$ cat src/hdl/assert_macros.svh
// Assertion macros shared by the PI position step RTL.
`ifndef ASSERT_MACROS_SVH
`define ASSERT_MACROS_SVH

// Clocked check, masked while reset is asserted.
`define ASSERT_CLK(label, prop, msg) \
  label: assert property (@(posedge clk) disable iff (!rst_n) prop) else $error(msg);

// Clocked check that also runs during reset.
`define ASSERT_RST(label, prop, msg) \
  label: assert property (@(posedge clk) prop) else $error(msg);

`endif

$ cat src/hdl/pias_pkg.sv
// Types and constants of the PI position step block.
`default_nettype none

package pias_pkg;

  localparam int GAIN_W = 16;
  localparam int STEP_W = 15;
  localparam int ZONE_W = 16;
  localparam int WIND_W = 16;
  localparam int INT_W  = 18;

  localparam int RST_PROP_GAIN  = 4915;
  localparam int RST_INTEG_GAIN = 1434;
  localparam int RST_STEP_LIMIT = 10000;
  localparam int RST_POS_LOW    = -16770;
  localparam int RST_POS_HIGH   = 16770;
  localparam int RST_ZONE_WIDTH = 2236;
  localparam int RST_WINDUP     = 1677;

  typedef enum logic [1:0] {
    SIGN_NONE = 2'd0,
    SIGN_POS  = 2'd1,
    SIGN_NEG  = 2'd2
  } err_sign_t;

  typedef enum logic [2:0] {
    REG_REQ_POS      = 3'd0,
    REG_PROP_GAIN    = 3'd1,
    REG_INTEG_GAIN   = 3'd2,
    REG_STEP_LIMIT   = 3'd3,
    REG_POS_LOW      = 3'd4,
    REG_POS_HIGH     = 3'd5,
    REG_ZONE_WIDTH   = 3'd6,
    REG_WINDUP_LIMIT = 3'd7
  } cfg_reg_t;

endpackage

`default_nettype wire

$ cat src/hdl/pias_integ.sv
// Error formation and anti-windup integral state of the PI position step.
`default_nettype none

module pias_integ #(
  parameter int POS_WIDTH = 16,
  localparam int ERR_W = POS_WIDTH + 1
) (
  input  wire logic                               clk,
  input  wire logic                               rst_n,
  input  wire logic                               take,
  input  wire logic signed [POS_WIDTH-1:0]        measured,
  input  wire logic signed [POS_WIDTH-1:0]        requested,
  input  wire logic        [pias_pkg::ZONE_W-1:0] zone_width,
  input  wire logic        [pias_pkg::WIND_W-1:0] windup_limit,
  output logic signed      [ERR_W-1:0]            err,
  output logic signed      [pias_pkg::INT_W-1:0]  integral
);
  import pias_pkg::*;

  `include "assert_macros.svh"

  localparam int CMP_W = (ERR_W > ZONE_W + 1) ? ERR_W : ZONE_W + 1;
  localparam int SUM_W = ((ERR_W > INT_W) ? ERR_W : INT_W) + 1;

  logic signed [INT_W-1:0] integ_r, integ_nxt;
  err_sign_t               sign_r, sign_nxt;

  logic signed [ERR_W-1:0] err_w;
  logic        [ERR_W-1:0] mag;
  logic                    in_zone;
  logic                    flip;
  logic signed [SUM_W-1:0] base, acc, lim_s, clamped;

  always_comb begin
    err_w   = {requested[POS_WIDTH-1], requested} - {measured[POS_WIDTH-1], measured};
    mag     = err_w[ERR_W-1] ? ERR_W'(-err_w) : err_w;
    in_zone = CMP_W'(mag) <= CMP_W'(zone_width);
    // Drop the integral when the error changes sign.
    flip    = (err_w > 0 && sign_r == SIGN_NEG) || (err_w < 0 && sign_r == SIGN_POS);
    base    = flip ? '0 : SUM_W'(integ_r);
    acc     = base + SUM_W'(err_w);
    lim_s   = SUM_W'($signed({1'b0, windup_limit}));
    if (acc > lim_s) begin
      clamped = lim_s;
    end else if (acc < -lim_s) begin
      clamped = -lim_s;
    end else begin
      clamped = acc;
    end
    integ_nxt = in_zone ? INT_W'(clamped) : '0;
    if (err_w > 0) begin
      sign_nxt = SIGN_POS;
    end else if (err_w < 0) begin
      sign_nxt = SIGN_NEG;
    end else begin
      sign_nxt = SIGN_NONE;
    end
  end

  always_ff @(posedge clk) begin
    if (!rst_n) begin
      integ_r <= '0;
      sign_r  <= SIGN_NONE;
    end else if (take) begin
      integ_r <= integ_nxt;
      sign_r  <= sign_nxt;
    end
  end

  assign err      = err_w;
  assign integral = integ_nxt;

  `ASSERT_RST(a_state_reset, !rst_n |=> integ_r == '0 && sign_r == SIGN_NONE, "state not cleared by reset")
  `ASSERT_CLK(a_zero_err_sign, take && err_w == '0 |=> sign_r == SIGN_NONE, "zero error kept a sign")
  `ASSERT_CLK(a_zone_clear, take && !in_zone |=> integ_r == '0, "integral kept outside the zone")

endmodule

`default_nettype wire

$ cat config.mk
export PLATFORM = sky130hd
export DESIGN_NAME = pias_integ
export DESIGN_NICKNAME = d
export VERILOG_FILES = /design/src/hdl/pias_pkg.sv /design/src/hdl/pias_integ.sv
export VERILOG_INCLUDE_DIRS = /design/src /design/src/hdl
export SDC_FILE = /design/constraint.sdc
export NUM_CORES = 1
export LEC_CHECK = 0
export BUFFER_PORTS_ARGS = -buffer_cell sky130_fd_sc_hd__clkbuf_2
export CAP_MARGIN = 20
export CORE_AREA = 3 3 126 128
export DETAILED_ROUTE_END_ITERATION = 10
export DIE_AREA = 0 0 129 131
export GPL_TIMING_DRIVEN = 0
export PLACE_DENSITY = 0.59
export SLEW_MARGIN = 15
export SYNTH_ARGS = -nofsm -noshare
export SYNTH_HDL_FRONTEND = slang
export SYNTH_SLANG_ARGS = --single-unit
$ cat constraint.sdc
create_clock -name clk -period 11.4 [get_ports clk]
set_input_delay 1.71 -clock clk [delete_from_list [all_inputs] [get_ports clk]]
set_output_delay 1.71 -clock clk [all_outputs]
set_load 0.01 [all_outputs]
==> results.toml <==
[synthesis]
synthCells = 727
synth.distinct_cells = 70
syn-cell-area_um2 = 5169
ys_seq_area_frac = 0.07746
netlist_top_cells_area = "ha_1, dfxtp_1, a21oi_1"
yosysMostFrequentCell = "ha_1"
yosysTopAreaCell = "ha_1"
yosys_warnings = 0
synth_fp_nets = 882
synth_edf_count = 0
async_flop_share = 0
postSynthAreaPerCell_um2 = 7.110
synth_seq_cells = 20
ys.flop_type = "dfxtp_1"
synth_common_cells = "ha_1, inv_1, a21oi_1"
synth_top_area_share = 0.2082

[clocking]
cts_inserted_buffers = 3
clk_pin_slew_worst_paths_ns = 0.05
worstSkewPairLatency_ns = 0.25
clockRootBuffer = "clkbuf_16"
cts.sinks = 20
tritoncts = "done"
ctsHoldBuffers = 0
htree_levels = 1
cts_max_path_buffers = 2

[power_and_ir_drop]
p_comb_frac = 0.874
internal_power_mw = 0.6565
seqPwrFrac = 0.072
p_switching_mw = 0.8002
clkPwrFrac = 0.054
p_sw_frac = 0.5494
peakVddDrop_v = 0.0001324
power_density_nw_per_um2 = 239.5
p_leak_nw = 2.987

[worst_setup_path]
r2r_cells = 21
worstReg2RegEnd = "integ_r[10]$_SDFFE_PN0P_"
ff2ff_setup_slack_ns = 5.79
slowest_stage = "xnor2_1"
path_class = "input pin to output pin"
end_kind = "output pin"
crit_path_start_kind = "input pin"
cp_data_arrival_time_ns = 9.21
rr_startpoint = "sign_r[0]$_SDFFE_PN0P_"
worstPathRequired_ns = 9.69
crit_fanout = 10
slowest_delay_ns = 0.60

[layout]
area_growth_syn_to_layout_pct = 17.67
multiInputGateArea_um2 = 4419
drive_gt1_frac = 0.1918
post-route-util = 0.4061
fin_nets = 990
final-instance-count-excl-fill = 1022
nFillCells = 1610
antenna_cells = 0
regArea_um2 = 400.4

[route]
first_iter_violations = 232
drt_wl_total_um = 15270
dr.pass1.iters = 5
wire_per_inst_um = 14.94
drc = 0
vias = 5452
ant_nets = 0
viasPerCell = 5.335

[floorplanning]
io_pins = 102
core_area_um2 = 14980
die_width_um = 129
dieArea_um2 = 16900
initial_utilization = 0.3451
rows = 45
die_h_um = 131

[global_route]
grt_util_all_layers = 0.1784
use_met1 = 0.2424
met2_usage = 0.3027
grt_pass1_vias = 5009
use_met3 = 0.01220
antenna_found_initial = 0
grt_pass1_wl_um = 24560
grt_max_degree = 12
grt-busiest-layer = "met2"
gr-total-overflow = 0

[hold_path]
min_from = "integ_r[10]$_SDFFE_PN0P_"
min_path_cells = 2
hold_class = "flip-flop to flip-flop"
worstHoldEndpoint = "integ_r[10]$_SDFFE_PN0P_"

[sta]
max_slew_margin = 0.5357
final-max-slew-violation-count = 0
fin_worst_skew_ns = 0.0008267
layout_min_cycle_time_ns = 10.92
period_share = 0.9582
fmax_ghz = 0.09155
hold_violations = 0
setup_violations = 0
worstMarginPinSlew_ns = 0.6958
rsz0062_at_grt = "false"
fin_tns_setup_ns = 0

[place]
port_buffers = 100
place_congestion = 0.8815
place_hpwl_um = 13180
placed_cells = 1015

[job]
max-cap-violations = 0

[status]
outcome = "finished, final reports clean"
==> placed cells by master, fill, tap and decap left out, types with 6 or more instances in the layout <==
cell type | netlist | routed
o22ai_1 | 9 | 9
clkbuf_2 | 0 | 106
or3_1 | 6 | 6
mux2_2 | 10 | 10
o211ai_1 | 10 | 10
ha_1 | 86 | 86
nor2_1 | 53 | 53
a31oi_1 | 8 | 6
nor3_1 | 17 | 17
a21o_1 | 12 | 12
and3_1 | 6 | 6
xor2_1 | 19 | 18
nand3_1 | 17 | 17
o21bai_1 | 6 | 6
a211oi_1 | 8 | 8
o21ai_0 | 28 | 28
nand4_1 | 15 | 15
nand2_1 | 59 | 59
and2_1 | 23 | 23
a21oi_1 | 63 | 62
dfxtp_1 | 20 | 20
clkbuf_1 | 19 | 13
mux2i_1 | 11 | 11
o21ai_1 | 6 | 6
nor4_1 | 6 | 6
xnor2_1 | 28 | 27
or2_2 | 11 | 11
inv_1 | 76 | 76
o21a_1 | 9 | 9
nor2b_1 | 12 | 12
==> area by class of cell <==
type                            instances  area share
Sequential cell                        20     0.06583
Timing Repair Buffer                  103     0.08599
Buffer                                 27     0.02139
Tap cell                              188     0.03868
Multi-Input combinational cell        604      0.7266
Clock buffer                            4     0.01461
Inverter                               76     0.04690
==> how the worst max path moves through the flow <==
stage,startpoint,to
6_report,requested[0],integral[13]
2_1_floorplan,requested[0],integral[10]
3_5_place_dp,requested[0],integral[9]
4_1_cts,requested[0],integral[8]
3_3_place_gp,requested[0],integral[1]
5_1_grt,requested[0],integral[13]
==> registers in the layout, summed over array words and instances, names as in the netlist <==
name and flops:
sign_r 2, integ_r 18
==> per-stage QoR <==
step	hold slack, ns	power, mW	setup WS, ns	area [um^2]
detailed placement	0.4403	1.344	-0.1034	5904
CTS	0.4481	1.432	0.01275	6000
global route	0.4676	1.617	0.06249	6082
floorplan	0.4167	0.9831	1.719	5169
global placement	0.4297	1.340	-0.06387	5904
finish	0.4433	1.457	0.4765	6082
==> power by group through the flow <==
stage / sequential, mW / combinational [mW] / clock, mW
after CTS: 0.106 / 1.25 / 0.0808
final: 0.105 / 1.27 / 0.0789
after detailed placement: 0.107 / 1.24 / 0
after global routing: 0.108 / 1.42 / 0.0843
after floorplan: 0.105 / 0.879 / 0
after global placement: 0.106 / 1.23 / 0
==> kinds of logic after synthesis <==
group / count (synthesis) / share of synthesized area
and+or+nand+nor: 249 / 0.2467
AOI/OAI and AO/OA: 199 / 0.2583
buffers and inverters: 103 / 0.07891
adders and majority gates: 88 / 0.2159
xor gates and xnor gates: 47 / 0.07964
muxes: 21 / 0.04309
DFF: 20 / 0.07746
==> routing by layer <==
layer / wire, um / vias up / part of all wire
met5: 0 / - / 0
met4: 255 / 0 / 0.017
met3: 767 / 17 / 0.050
met2: 7012 / 152 / 0.46
met1: 7230 / 2445 / 0.47
li1: - / 2838 / -
==> repair_timing <==
action                                  4_1_cts  5_1_grt
pin swaps                                     0        1
setup buffers                                 0        3
gates resized for setup                       1       20
endpoints found under the setup margin        7       18
gates cloned                                  0        0
==> critical path: cells and delay by family <==
family,cells,cell delay [ns]
AOI/OAI and AO/OA,12,3.08
adders and majority gates,5,1.50
xor gates and xnor gates,2,0.91
muxes,2,0.69
buffers and inverters,6,0.67
and+or+nand+nor,5,0.67
(Power assumes the default switching activity.)
