`src/hdl/assert_macros.svh`:
```
// Assertion macros shared by the PI position step RTL.
`ifndef ASSERT_MACROS_SVH
`define ASSERT_MACROS_SVH

// Clocked check, masked while reset is asserted.
`define ASSERT_CLK(label, prop, msg) \
  label: assert property (@(posedge clk) disable iff (!rst_n) prop) else $error(msg);

// Clocked check that also runs during reset.
`define ASSERT_RST(label, prop, msg) \
  label: assert property (@(posedge clk) prop) else $error(msg);

`endif

```
`src/hdl/pias_pkg.sv`:
```
// Types and constants of the PI position step block.
`default_nettype none

package pias_pkg;

  localparam int GAIN_W = 16;
  localparam int STEP_W = 15;
  localparam int ZONE_W = 16;
  localparam int WIND_W = 16;
  localparam int INT_W  = 18;

  localparam int RST_PROP_GAIN  = 4915;
  localparam int RST_INTEG_GAIN = 1434;
  localparam int RST_STEP_LIMIT = 10000;
  localparam int RST_POS_LOW    = -16770;
  localparam int RST_POS_HIGH   = 16770;
  localparam int RST_ZONE_WIDTH = 2236;
  localparam int RST_WINDUP     = 1677;

  typedef enum logic [1:0] {
    SIGN_NONE = 2'd0,
    SIGN_POS  = 2'd1,
    SIGN_NEG  = 2'd2
  } err_sign_t;

  typedef enum logic [2:0] {
    REG_REQ_POS      = 3'd0,
    REG_PROP_GAIN    = 3'd1,
    REG_INTEG_GAIN   = 3'd2,
    REG_STEP_LIMIT   = 3'd3,
    REG_POS_LOW      = 3'd4,
    REG_POS_HIGH     = 3'd5,
    REG_ZONE_WIDTH   = 3'd6,
    REG_WINDUP_LIMIT = 3'd7
  } cfg_reg_t;

endpackage

`default_nettype wire

```
`src/hdl/pias_shape.sv`:
```
// Move rounding, step limiting and position range clamp of the PI position step.
`default_nettype none

module pias_shape #(
  parameter int POS_WIDTH = 16,
  parameter int GAIN_FRAC_BITS = 12,
  localparam int P_W = POS_WIDTH + 1 + pias_pkg::GAIN_W + 1,
  localparam int I_W = pias_pkg::INT_W + pias_pkg::GAIN_W + 1
) (
  input  wire logic signed [P_W-1:0]              pterm,
  input  wire logic signed [I_W-1:0]              iterm,
  input  wire logic signed [POS_WIDTH-1:0]        measured,
  input  wire logic        [pias_pkg::STEP_W-1:0] step_limit,
  input  wire logic signed [POS_WIDTH-1:0]        pos_low,
  input  wire logic signed [POS_WIDTH-1:0]        pos_high,
  output logic signed      [POS_WIDTH-1:0]        target,
  output logic                                    limited
);
  import pias_pkg::*;

  localparam int EX_W = ((P_W > I_W) ? P_W : I_W) + 1;
  localparam int MV_W = STEP_W + 2;
  localparam int TW   = ((POS_WIDTH > MV_W) ? POS_WIDTH : MV_W) + 1;
  localparam logic [GAIN_FRAC_BITS-1:0] HALF = {1'b1, {(GAIN_FRAC_BITS-1){1'b0}}};

  logic signed [EX_W-1:0]           exact, lsc, q, rounded;
  logic        [GAIN_FRAC_BITS-1:0] rbits;
  logic                             round_up, over, under;
  logic signed [MV_W-1:0]           step_s, move;
  logic signed [TW-1:0]             sum, lo_s, hi_s;

  always_comb begin
    exact    = EX_W'(pterm) + EX_W'(iterm);
    lsc      = EX_W'($signed({1'b0, step_limit, {GAIN_FRAC_BITS{1'b0}}}));
    over     = exact > lsc;
    under    = exact < -lsc;
    // Floor, then round half to even on the dropped fraction.
    q        = exact >>> GAIN_FRAC_BITS;
    rbits    = exact[GAIN_FRAC_BITS-1:0];
    round_up = (rbits > HALF) || (rbits == HALF && q[0]);
    rounded  = q + $signed({{(EX_W-1){1'b0}}, round_up});
    step_s   = $signed({2'b00, step_limit});
    if (over) begin
      move = step_s;
    end else if (under) begin
      move = -step_s;
    end else begin
      move = MV_W'(rounded);
    end
    limited = over || under;
    sum  = TW'(measured) + TW'(move);
    lo_s = TW'(pos_low);
    hi_s = TW'(pos_high);
    if (sum > hi_s) begin
      target = pos_high;
    end else if (sum < lo_s) begin
      target = pos_low;
    end else begin
      target = POS_WIDTH'(sum);
    end
  end

endmodule

`default_nettype wire
```
`config.mk`:
```
export PLATFORM = sky130hd
export DESIGN_NAME = pias_shape
export DESIGN_NICKNAME = d
export VERILOG_FILES = /design/src/hdl/assert_macros.svh /design/src/hdl/pias_pkg.sv /design/src/hdl/pias_shape.sv
export SDC_FILE = /design/constraint.sdc
export NUM_CORES = 1
export LEC_CHECK = 0
export ABC_AREA = 0
export BUFFER_PORTS_ARGS = -buffer_cell sky130_fd_sc_hd__clkbuf_2
export CORE_UTILIZATION = 39
export DETAILED_ROUTE_END_ITERATION = 16
export SYNTH_ARGS = -nofsm -noshare
export SYNTH_HDL_FRONTEND = slang
export SYNTH_SLANG_ARGS = --single-unit
```
`constraint.sdc`:
```
create_clock -name vclk -period 20.2
set_input_delay 1.01 -clock vclk [all_inputs]
set_output_delay 1.01 -clock vclk [all_outputs]
set_load 0.1 [all_outputs]
```
==> metrics.yaml, run 1 <==
outcome: "complete, no violations"
cts_resized: 0
fp.dieH_um: 128.0
max-slew-margin-rel_pct: 25.13
path_common_cell: "a21o_1"
cap_violations: 0
hold_viol: 0
worstPathRequired_ps: 19190
finalCritPeriodShare_pct: 63.27
core-area_um2: 15370
leakagePower_nw: 3.511
period_needed_ps: 12780
arrival_ps: 11770
setup_viol_count_final: 0
rows: 45
path_class: "input pin to output pin"
drc: 0
first_global_vias: 5936
clock_buffers: 0
yosysTopAreaCell: "ha_1"
antenna_cells: 0
pin_count: 149
synth.area.top_cells: "ha_1 25%, xnor2_1 6.6%, a21oi_1 6.2%"
gp_congestion: 0.8542
clock.fmax_ghz: 0.07825
post_cts_buffers: 0
yosysWarningCount: 0
antenna_found_initial: 0
netlist_instances: 876
max_stage_delay_ps: 800
stdcell_count: 1210
vias: 6515
wl_per_cell_um: 13.80
overflow: 0
grt_max_degree: 41
rsz0062_at_grt: "false"
crit_fanout: 40
seq_area_frac_synth_pct: 0
syn_area_per_cell_um2: 7.067
via_per_inst: 5.384
yosysMostFrequentCell: "ha_1"
hold_buffers: 0
area_delta_synth_final_pct: 14.33
ff_latch_area_um2: 0
nFlopsAndLatches: 0
multi_input_area_um2: 5779
p_per_area_nw_per_um2: 81.56
layout-drive-gt1-share_pct: 18.72
die-area_um2: 16380
irDropWorstVdd_mv: 0.09330
antenna_left: 0
yosys.cell_types.count: 84
setup_tns_ps: 0
syn-num-nets: 1136
start_util_pct: 40.28
firstDrtPassIters: 4
first_iter_violations: 213
synth.top_cell.area_share_pct: 25.46
syn_area_um2: 6191
min_path_type: "input pin to output pin"
grt_pass1_wl_um: 27830
portBuffers: 149
cp-start-kind: "input pin"
nFillCells: 1660
synth_common_cells: "126 x ha_1, 77 x a21oi_1, 72 x inv_1"
fp.dieW_um: 128.0
hpwlAfterDp_um: 14740
wl_um: 16700
worst_slew_pin_slew_ps: 1123
cpMaxStageDelayCell: "a21oi_2"
slew_viol_final: 0
endpoint_kind: "output pin"
dp_cells: 1210
grt_util_all_layers_pct: 20.13
nets: 1261
## logic make-up after synthesis
logic type	after synthesis	synth area share [%]
xor gates and xnor gates	61	8.630
muxes	20	3.557
and+or+nand+nor	284	23.95
AOI/OAI and AO/OA	282	30.98
adders and majority gates	128	26.11
buffers and inverters	101	6.770
## cell usage in the layout, fill, tap and decap left out, types with 26 or more instances in the layout
cell,instances
nor2_1,67
a21o_1,32
xnor2_1,47
nand2_1,64
nor3_1,26
ha_1,126
clkbuf_2,149
inv_1,72
o21ai_0,46
a21oi_1,75
## final timing paths
kind / from / endpoint / slack [ps] / cells past startpoint
max: pterm[0] / target[15] / 7420 / 43
min: pos_high[9] / target[9] / 2580 / 4
## report_power, final
| part | internal (mW) | switching (mW) | total, mW |
|---|---|---|---|
| combinational | 0.176 | 0.401 | 0.577 |
| clock | 0 | 0 | 0 |
| sequential | 0 | 0 | 0 |
## final cells by class
class              count  area share, %
inverters             73          3.871
well taps            211          3.730
multi-input cells    775          81.65
repair buffers       151          10.75
## worst max-delay path, delay by kind of cell
family,cells,cell delay [ps]
xor gates and xnor gates,2,390
adders and majority gates,6,1890
AOI/OAI and AO/OA,25,6560
muxes,1,350
buffers and inverters,3,850
and+or+nand+nor,6,670
## per-layer routing
metal  global-route usage (%)  vias to the layer above  share of wire [%]
li1                         -                     3492                  -
met1                    28.23                     2872                 50
met2                    35.84                      145                 46
met3                   0.5426                        6                3.6
met4                   0.8304                        0               0.43
met5                        0                        -                  0
## per-stage QoR
step           worst slack [ps]  total power, mW  util [%]  instance area [um2]  hold slack (ps)
6_report                   7420           0.5773     46.05                 7078             2580
5_1_grt                    6468           0.6337     46.05                 7078             2601
4_1_cts                    7386           0.5797     46.05                 7078             2584
3_5_place_dp               7418           0.5779     46.05                 7078             2583
3_3_place_gp               7551           0.5748     46.05                 7078             2581
2_1_floorplan              6570           0.4738         -                 6191             2691
Power figures use the tool's default switching activity.
==> run 2: changes to the inputs <==
- clock period: 20.2 -> 10.25 ns (I/O delays scaled with it)
==> metrics.yaml, run 2 (synthesis results as in run 1) <==
outcome: "complete, no violations"
finalCritPeriodShare_pct: 95.51
first_iter_violations: 254  # +19%
cp-start-kind: "input pin"
worstHoldStart: "pos_high[3]"
arrival_ps: 9280  # -2490 ps
leakagePower_nw: 3.937  # +12%
period_needed_ps: 9789
cpMaxStageDelayCell: "a221o_1"
antenna_found_initial: 0  # unchanged
cap_violations: 0  # unchanged
dp_cells: 1252  # +3.5%
core-area_um2: 15370  # unchanged
rows: 45  # unchanged
hpwlAfterDp_um: 15140  # +2.7%
worstPathRequired_ps: 9740  # -9450 ps
irDropWorstVdd_mv: 0.2128  # +130%
clock.fmax_ghz: 0.1022
holdPathStages: 4  # unchanged
vias: 6808  # +4.5%
crit_fanout: 5  # -88%
antenna_left: 0  # unchanged
firstDrtPassIters: 5  # +1
ff_latch_area_um2: 0  # unchanged
antenna_cells: 0  # unchanged
wl_um: 17600  # +5.4%
portBuffers: 149  # unchanged
hold_buffers: 0  # unchanged
max_stage_delay_ps: 390  # -410 ps
grt_max_degree: 40  # -2.4%
pin_count: 149  # unchanged
nFlopsAndLatches: 0  # unchanged
hold_viol: 0  # unchanged
endpoint_kind: "output pin"
fp.dieH_um: 128.0  # unchanged
worst_slew_pin_slew_ps: 600.0  # -523.1 ps
final_cell_mix: "133 x clkbuf_2, 123 x ha_1, 72 x inv_1"
area_delta_synth_final_pct: 30.44
p_per_area_nw_per_um2: 188.9  # +130%
min_path_type: "input pin to output pin"
setup_tns_ps: 0  # unchanged
layout-drive-gt1-share_pct: 26.93  # +8.2 points
wl_per_cell_um: 13.95  # +1.1%
slew_viol_final: 0  # unchanged
path_class: "input pin to output pin"
hold-path-endpoint: "target[3]"
grt_util_all_layers_pct: 20.67  # +0.54 points
setup_viol_count_final: 0  # unchanged
via_per_inst: 5.395  # +0.19%
drc: 0  # unchanged
grt_pass1_wl_um: 28660  # +3.0%
clock_buffers: 0  # unchanged
nets: 1313  # +4.1%
worst-path-buf-inv: 5  # +2
hold_ws_ps: 1407  # -1173 ps
crit_family: "compound AO/OA/AOI/OAI gates"
final_common_cell: "clkbuf_2"
die-area_um2: 16380  # unchanged
path_common_cell: "a21o_1"
p_total_mw: 1.525  # +160%
fp.dieW_um: 128.0  # unchanged
start_util_pct: 40.28  # unchanged
gp_congestion: 0.8674  # +1.5%
stdcell_count: 1262  # +4.3%
overflow: 0  # unchanged
nFillCells: 1516  # -8.7%
first_global_vias: 6326  # +6.6%
max-slew-margin-rel_pct: 59.76  # +35 points
multi_input_area_um2: 6073  # +5.1%
## run 2: power by group
| group | switching, mW | total, mW | internal, mW |
|---|---|---|---|
| combinational | 0.898 | 1.53 | 0.627 |
| sequential | 0 | 0 | 0 |
| clock | 0 | 0 | 0 |
| total | 0.898 | 1.53 | 0.627 |
## run 2: layout make-up
cell class	count	share of cell area (%)
Inverter	73	3.393
Multi-Input combinational cell	775	75.21
Tap cell	211	3.269
Timing Repair Buffer	203	18.13
## run 2: how the worst max path moves through the flow
stage | from | endpoint | slack, ps | depth (start not counted)
floorplan | pterm[0] | target[10] | 70 | 41
global placement | pterm[0] | target[15] | 260 | 45
detailed placement | pterm[0] | target[13] | 40 | 46
CTS | pterm[0] | target[13] | 9 | 46
global route | pterm[22] | target[13] | -20 | 46
finish | pterm[20] | target[13] | 460 | 44
## run 2: worst min-delay path: stages
cell      delay [ps]
clkbuf_2          90
nand2_1           60
o21ai_2           60
buf_12           160
## run 2: repair_timing
| item | CTS | global route |
|---|---|---|
| hold endpoints to repair | 0 | 0 |
| setup endpoints to repair | 0 | 16 |
| buffers inserted | 0 | 8 |
| resized for setup | 0 | 44 |
## run 2: per-stage QoR
step,area (um2),utilization [%],setup WS [ps]
floorplan,6327,-,72.94
global placement,7791,50.69,263.7
detailed placement,7791,50.69,44.29
CTS,7791,50.69,9.198
global route,8075,52.54,-19.50
finish,8075,52.54,460.6
## run 2: per-layer routing
layer	track usage, %	wire (um)	vias to the layer above
li1	-	-	3604
met1	28.11	8522	3017
met2	37.18	8263	173
met3	0.5426	642	14
met4	2.422	175	0
met5	0	0	-
==> run 3: changes to the inputs <==
- BUFFER_PORTS_ARGS: -buffer_cell sky130_fd_sc_hd__clkbuf_2 -> not set
- DONT_BUFFER_PORTS: not set -> 1
- SLEW_MARGIN: not set -> 20
==> metrics.yaml, run 3 (synthesis results as in run 1) <==
dpl_cell_area_um2: 7098  # -8.9%
dp_cells: 1117  # -11%
worst_slew_pin_slew_ps: 596.7  # -3.346 ps
grt_use_met1_pct: 26.82  # -1.3 points
p_total_mw: 1.448  # -5.1%
setup_slack_ps: 442.9  # -17.70 ps
fp.dieH_um: 128.0  # unchanged
cp-start-kind: "input pin"
clock.fmax_ghz: 0.1020  # -0.18%
clock_buffers: 0  # unchanged
ff_latch_area_um2: 0  # unchanged
leakagePower_nw: 3.312  # -16%
layout-drive-gt1-share_pct: 14.38  # -13 points
use_met3_pct: 1.669  # +1.1 points
max_stage_delay_ps: 430  # +40 ps
vias: 6442  # -5.4%
final_common_cell: "ha_1"
start_util_pct: 40.28  # unchanged
hold_buffers: 0  # unchanged
die-area_um2: 16380  # unchanged
grt_util_all_layers_pct: 20.08  # -0.59 points
slew_viol_final: 0  # unchanged
crit_fanout: 7  # +2
core-area_um2: 15370  # unchanged
overflow: 0  # unchanged
endpoint_kind: "output pin"
arrival_ps: 9290  # about the same
area_delta_synth_final_pct: 16.88
hold_viol: 0  # unchanged
nets: 1173  # -11%
path_common_cell: "a21o_1"
wl_um: 17150  # -2.6%
gp_congestion: 0.8528  # -1.7%
busiest_layer: "met2"
hold_ws_ps: 1302  # -105.3 ps
p_per_area_nw_per_um2: 200.1  # +5.9%
min_path_type: "input pin to output pin"
max-slew-margin-rel_pct: 59.98  # +0.22 points
first_iter_violations: 279  # +9.8%
antenna_found_initial: 0  # unchanged
worst-path-buf-inv: 3  # -2
path_class: "input pin to output pin"
firstDrtPassIters: 5  # unchanged
first_global_vias: 5890  # -6.9%
cap_violations: 0  # unchanged
worstPathRequired_ps: 9740  # about the same
portBuffers: 0  # -100%
antenna_left: 0  # unchanged
final_cell_mix: "126 x ha_1, 73 x a21oi_1, 72 x inv_1"
nFlopsAndLatches: 0  # unchanged
grt_pass1_wl_um: 27720  # -3.3%
pre_cts_ws_ps: 67.11  # +22.82 ps
period_needed_ps: 9807  # +17.70 ps
hpwlAfterDp_um: 15050  # -0.60%
crit_family: "compound AO/OA/AOI/OAI gates"
drc: 0  # unchanged
design_area_um2: 7236  # -10%
outcome: "complete, no violations"
grt_max_degree: 40  # unchanged
antenna_cells: 0  # unchanged
via_per_inst: 5.742  # +6.4%
rows: 45  # unchanged
finalCritPeriodShare_pct: 95.68  # +0.17 points
irDropWorstVdd_mv: 0.2394  # +13%
stdcell_count: 1122  # -11%
fp.dieW_um: 128.0  # unchanged
wl_per_cell_um: 15.28  # +9.5%
setup_viol_count_final: 0  # unchanged
grt_util_met2_pct: 36.25  # -0.93 points
pin_count: 149  # unchanged
cpMaxStageDelayCell: "a2111oi_4"
-- run 3: changes by cell type in the layout (fill, tap and decap cells not counted), sizes merged --
cell | before | now
buf | 68 | 63
clkbuf | 135 | 0
-- run 3: per-stage QoR --
stage               utilization, %  TNS (ps)
finish                       47.07         0
detailed placement           46.18         0
CTS                          46.18         0
global placement             46.18         0
floorplan                        -         0
global route                 47.07    -71.41
-- run 3: final cells by class --
type,instances,area (um2)
well taps,211,264.0
inverters,73,274.0
fillers,1576,8135
multi-input cells,775,6005
repair buffers,63,693.2
-- run 3: routing by layer --
layer / routed length (um) / vias to the layer above / share of wire [%]
met4: 153 / 0 / 0.89
li1: - / 3322 / -
met1: 7922 / 2938 / 46
met2: 8128 / 170 / 47
met5: 0 / - / 0
met3: 942 / 12 / 5.5
-- run 3: final timing paths --
check | start | endpoint | slack, ps | cells past startpoint
max | pterm[6] | target[15] | 440 | 42
min | pos_high[1] | target[1] | 1300 | 3
-- run 3: tightest hold or removal path: stages --
cell and delay, ps:
nand2_1 50, o21ai_2 60, buf_12 160
-- run 3: timing repair --
| item | in CTS | in global routing |
|---|---|---|
| setup buffers | 0 | 5 |
| setup endpoints to repair | 0 | 16 |
| hold endpoints to repair | 0 | 0 |
| resized for setup | 0 | 24 |
-- run 3: report_power, final --
group | internal [mW] | switching (mW)
Sequential | 0 | 0
Clock | 0 | 0
Combinational | 0.579 | 0.869
